**config.mk**
```make
export PLATFORM = sky130hd
export DESIGN_NAME = fltw_front
export DESIGN_NICKNAME = d
export VERILOG_FILES = /design/src/sv/fltw_pkg.sv /design/src/sv/fltw_front.sv
export SDC_FILE = /design/constraint.sdc
export NUM_CORES = 1
export LEC_CHECK = 0
export BUFFER_PORTS_ARGS = -buffer_cell sky130_fd_sc_hd__buf_2
export CORE_MARGIN = 10
export CORE_UTILIZATION = 30
export DETAILED_ROUTE_END_ITERATION = 16
export SETUP_SLACK_MARGIN = 0.3
export SYNTH_ARGS = -nofsm -noshare
export SYNTH_HDL_FRONTEND = slang
export SYNTH_SLANG_ARGS = --single-unit
export TNS_END_PERCENT = 20
```
**constraint.sdc**
```tcl
create_clock -name clock -period 18.3 [get_ports clock]
set_input_delay 1.83 -clock clock [delete_from_list [all_inputs] [get_ports clock]]
set_output_delay 1.83 -clock clock [all_outputs]
set_load 0.01 [all_outputs]
```
**src/sv/fltw_pkg.sv**
```systemverilog
// Shared constants, types and helper functions of the four-level page-table walker.
`default_nettype none

package fltw_pkg;

   localparam int MEM_WORDS     = 4096;
   localparam int TABLE_ENTRIES = 512;

   localparam int WORD_AW = $clog2(MEM_WORDS);
   localparam int IDX_W   = $clog2(TABLE_ENTRIES);
   localparam int DATA_W  = 64;
   localparam int WIDX_W  = 12;
   localparam int ROOT_W  = 52;
   localparam int VA_W    = 48;
   localparam int PA_W    = 53;
   localparam int BASE_W  = 40;
   localparam int PAGE_W  = 12;
   localparam int HUGE_W  = 21;

   localparam int PRESENT_BIT = 0;
   localparam int HUGE_BIT    = 7;

   // Queue depths must be powers of two so that the pointers wrap by themselves.
   localparam int CMDQ_DEPTH = 2;
   localparam int CMDQ_AW    = $clog2(CMDQ_DEPTH);
   localparam int CMDQ_CW    = $clog2(CMDQ_DEPTH + 1);
   localparam int RSPQ_DEPTH = 2;
   localparam int RSPQ_AW    = $clog2(RSPQ_DEPTH);
   localparam int RSPQ_CW    = $clog2(RSPQ_DEPTH + 1);

   typedef logic [1:0] level_type;
   localparam level_type LVL_PML4 = 2'd0;
   localparam level_type LVL_PDPT = 2'd1;
   localparam level_type LVL_PD   = 2'd2;
   localparam level_type LVL_PT   = 2'd3;

   typedef enum logic {
      OP_WRITE = 1'b0,
      OP_WALK  = 1'b1
   } op_type;

   typedef struct packed {
      op_type              op;
      logic [WIDX_W-1:0]   word_index;
      logic [DATA_W-1:0]   word_data;
      logic [BASE_W-1:0]   root_base;
      logic [VA_W-1:0]     virt_addr;
   } cmd_type;

   typedef struct packed {
      logic [PA_W-1:0] phys_addr;
      logic            mapped;
      logic            huge_page;
      level_type       fault_level;
   } rsp_type;

   typedef struct packed {
      logic pop;
      logic clearing;
   } back_ctl_type;

   // Word address of an entry: table base in 4 KiB units followed by the index,
   // taken modulo the memory size.
   function automatic logic [WORD_AW-1:0] word_addr(input logic [BASE_W-1:0] base,
                                                    input logic [IDX_W-1:0]  idx);
      logic [BASE_W+IDX_W-1:0] full;
      full = {base, idx};
      return full[WORD_AW-1:0];
   endfunction

   function automatic logic [WORD_AW-1:0] write_addr(input logic [WIDX_W-1:0] wi);
      logic [WIDX_W+WORD_AW-1:0] ext;
      ext = {{WORD_AW{1'b0}}, wi};
      return ext[WORD_AW-1:0];
   endfunction

   function automatic logic [IDX_W-1:0] va_index(input logic [VA_W-1:0] va,
                                                 input level_type       lvl);
      logic [IDX_W-1:0] idx;
      case (lvl)
         LVL_PML4: idx = va[47:39];
         LVL_PDPT: idx = va[38:30];
         LVL_PD:   idx = va[29:21];
         LVL_PT:   idx = va[20:12];
         default:  idx = va[20:12];
      endcase
      return idx;
   endfunction

endpackage

`default_nettype wire

```
**src/sv/fltw_front.sv**
```systemverilog
// Front end: takes request transactions, classifies them and queues them for the walker.
`default_nettype none

module fltw_front
   import fltw_pkg::*;
(
   input  wire logic                clock,
   input  wire logic                reset,
   input  wire logic                req_push,
   output logic                     req_full,
   input  wire logic                req_mode,
   input  wire logic [WIDX_W-1:0]   req_word_index,
   input  wire logic [DATA_W-1:0]   req_word_data,
   input  wire logic [ROOT_W-1:0]   req_root_addr,
   input  wire logic [VA_W-1:0]     req_virt_addr,
   output logic                     cmd_valid,
   output cmd_type                  cmd,
   input  wire back_ctl_type        back_ctl
);

   cmd_type              q_ff [CMDQ_DEPTH];
   logic [CMDQ_AW-1:0]   wr_ptr_ff, wr_ptr_in;
   logic [CMDQ_AW-1:0]   rd_ptr_ff, rd_ptr_in;
   logic [CMDQ_CW-1:0]   cnt_ff, cnt_in;
   cmd_type              new_cmd;
   logic                 push_ok;
   logic                 pop_ok;

   // The walker cannot take anything while it is sweeping the table memory clear.
   assign req_full  = (cnt_ff == CMDQ_CW'(CMDQ_DEPTH)) || back_ctl.clearing;
   assign push_ok   = req_push && !req_full;
   assign cmd_valid = (cnt_ff != '0);
   assign pop_ok    = back_ctl.pop && cmd_valid;
   assign cmd       = q_ff[rd_ptr_ff];

   always_comb begin
      new_cmd.op         = op_type'(req_mode);
      new_cmd.word_index = req_word_index;
      new_cmd.word_data  = req_word_data;
      new_cmd.root_base  = req_root_addr[ROOT_W-1:PAGE_W];
      new_cmd.virt_addr  = req_virt_addr;
   end

   always_comb begin
      wr_ptr_in = wr_ptr_ff;
      rd_ptr_in = rd_ptr_ff;
      cnt_in    = cnt_ff;
      if (push_ok) begin
         wr_ptr_in = wr_ptr_ff + 1'b1;
      end
      if (pop_ok) begin
         rd_ptr_in = rd_ptr_ff + 1'b1;
      end
      if (push_ok && !pop_ok) begin
         cnt_in = cnt_ff + 1'b1;
      end else if (pop_ok && !push_ok) begin
         cnt_in = cnt_ff - 1'b1;
      end
   end

   always_ff @(posedge clock) begin
      if (reset) begin
         wr_ptr_ff <= '0;
         rd_ptr_ff <= '0;
         cnt_ff    <= '0;
      end else begin
         wr_ptr_ff <= wr_ptr_in;
         rd_ptr_ff <= rd_ptr_in;
         cnt_ff    <= cnt_in;
      end
   end

   always_ff @(posedge clock) begin
      if (push_ok) begin
         q_ff[wr_ptr_ff] <= new_cmd;
      end
   end

endmodule

`default_nettype wire

```
==> flow_summary.ini <==
[die]
rows = 73
top_level_ports = 349
coreArea_sq_mm = 0.0400
die-area_sq_mm = 0.0491
dieHeight_um = 222
die_w_um = 222
start_util_pct = 30.5

[yosys]
yosys.area.top_type = edfxtp_1
synth_warnings = 0
synthTopCellsByArea = edfxtp_1, mux2_2, buf_6
yosys_register_bits = 335
syn_area_per_cell_sq_um = 22.6
yosysTopAreaCellShare_pct = 81.2
synthDistinctLibCells = 17
syn-instance-count = 540
syn_area_sq_mm = 0.0122
synth-seq-area-share_pct = 82.1
synth_nets = 723

[timing]
max_freq_mhz = 212
hold_ws_ps = 510
fin_crit_sh_pct = 25.8
worstMarginPinSlew_ps = 1050
rsz0062_at_grt = no
max_slew_margin_pct = 30.2
drv_slew = 0
hold_viol = 0
tns_ps = 0
skew_ps = 12.9
finalSetupViolations = 0
min_period_ps = 4720
fin_ws_ps = 13580

[status]
status = finished, final reports clean

[global_route]
overflow = 0
grt_max_degree = 72
grt_usage_pct = 10.8
antenna_found_initial = 4
grt_pass1_vias = 6786
grt_pass1_wl_um = 41300

[route]
wl_per_cell_um = 19.1
drtIter0Drc = 335
vias = 6274
antenna_left = 0
vias_per_cell = 4.33
dr.pass1.iters = 4
wl_um = 27700
drc = 0

[power]
total_power_mw = 2.06
pwr-share-comb_pct = 20.9
p_switching_uw = 537
ir_drop_v = 0.0000888
switching_share_pct = 26.1
p_leak_nw = 5.63
p_per_area_mw_per_mm2 = 133
intPower_mw = 1.52
p_clk_share_pct = 33.1
pwr-share-seq_pct = 45.9

[clock_tree]
cts_tree = built
ctsResizeCount = 0
h-tree-depth = 2
post_cts_buffers = 0
numCtsBuffers = 37
cts_root_buf = clkbuf_16
clk_latency_ps = 530
ctsHoldBuffers = 0
clock-sinks = 335
clock_path_buffers = 3
clk_pin_slew_worst_paths_ps = 50

[place]
dp_slack_ps = 13590
gp_congestion = 0.713
dp_hpwl_um = 18800
portBuffers = 336

[critical_path]
worstPathMaxFanout = 63
r2r-end = q_ff[0][56]$_DFFE_PP_
worst-setup-path-type = flip-flop to primary output
cp_cell_sequence = buf_4 > mux2_2 > buf_2
ff2ff_path_depth = 4
critical_path_arrival_ps = 2890
worstSetupEndpointType = primary output
r2r_slack_ps = 15270
max_stage_delay_ps = 850
crit_slowest_cell = dfxtp_4
crit_path_start_kind = flip-flop
regToRegStartpoint = cnt_ff[0]$_SDFFE_PP0P_
cp_data_required_time_ps = 16470

[finish]
final_cell_mix = buf_2, edfxtp_1, mux2_2, clkbuf_16
num-fill-cells = 3802
final_common_cell = buf_2
area_growth_syn_to_layout_pct = 27.1
drive_gt1_share_pct = 60.7
final_nets = 1086

[job]
drv_cap = 0

[min_path]
min_from = rd_ptr_ff$_SDFFE_PP0P_
min_path_cells = 2
hold_end = rd_ptr_ff$_SDFFE_PP0P_
hp-class = flip-flop to flip-flop
## cell usage after synthesis (all sizes together)
library cell  count
a21oi             1
o21ai             3
buf              18
mux2            165
and3              1
xor2              3
nand3             1
ha                1
nor2b             2
edfxtp          330
and2              1
or2               1
dfxtp             5
nand2b            3
or3               1
nor2              4
## stage by stage
| step | std cells | instance area, sq um | util [%] |
|---|---|---|---|
| final | 1450 | 15500 | 38.8 |
| after global routing | 1449 | 15500 | 38.8 |
| after CTS | 1448 | 15500 | 38.8 |
| after detailed placement | 1389 | 14400 | 36.0 |
| after global placement | 1389 | 14400 | 36.0 |
| after floorplan | 540 | 12200 | - |
## kinds of logic (layout without fill, tap and decap cells)
group                    Yosys count  in the layout  share of synthesized area [%]
AND/OR/NAND/NOR                   14             14                          0.626
adder cells (fa/ha/maj)            1              1                          0.103
AO/OA/AOI/OAI                      4              4                          0.164
flip-flops                       335            335                           82.1
buffers and inverters             18            401                           1.61
XOR/XNOR                           3              3                          0.215
multiplexers                     165            165                           15.2
other                              0              2                              0
## critical path, delay by kind of cell (launching register included)
kind	cells	cell delay, ps
buffers and inverters	2	940
DFF	1	850
muxes	1	430
## sequential cells by signal, summed over array words and instances, names as in the netlist, named ones only
name,count
cnt_ff,2
q_ff,330
rd_ptr_ff,1
wr_ptr_ff,1
## power by group through the flow
stage	Sequential (mW)	Combinational (mW)	Clock, mW
2_1_floorplan	0.954	0.298	0
3_3_place_gp	0.961	0.443	0
3_5_place_dp	0.964	0.445	0
4_1_cts	0.948	0.447	0.710
5_1_grt	0.953	0.470	0.737
6_report	0.946	0.431	0.682
## final cells by class
cell class	instances	area [sq um]	share of cell area, %
Clock buffer	47	1020	6.55
Tap cell	525	657	4.24
Antenna cell	2	5.00	0.0323
Clock inverter	12	85.1	0.549
Timing Repair Buffer	342	1730	11.1
Sequential cell	335	10000	64.6
Multi-Input combinational cell	187	2010	12.9
## worst max path at each step
stage,to,slack (ps),depth (start not counted)
after floorplan,q_ff[0][0]$_DFFE_PP_,8160,3
after global placement,q_ff[0][55]$_DFFE_PP_,13620,5
after detailed placement,q_ff[0][55]$_DFFE_PP_,13590,5
after CTS,cmd[152],13450,3
after global routing,cmd[75],13410,3
final,cmd[75],13580,3
## routing by layer
| layer | vias to the layer above | track usage (%) | part of all wire (%) |
|---|---|---|---|
| li1 | 2884 | - | - |
| met4 | 4 | 4.00 | 2.4 |
| met1 | 3102 | 12.4 | 40 |
| met3 | 42 | 4.60 | 9.0 |
| met5 | - | 0 | 0.076 |
| met2 | 242 | 17.6 | 49 |
(Power assumes the default switching activity.)
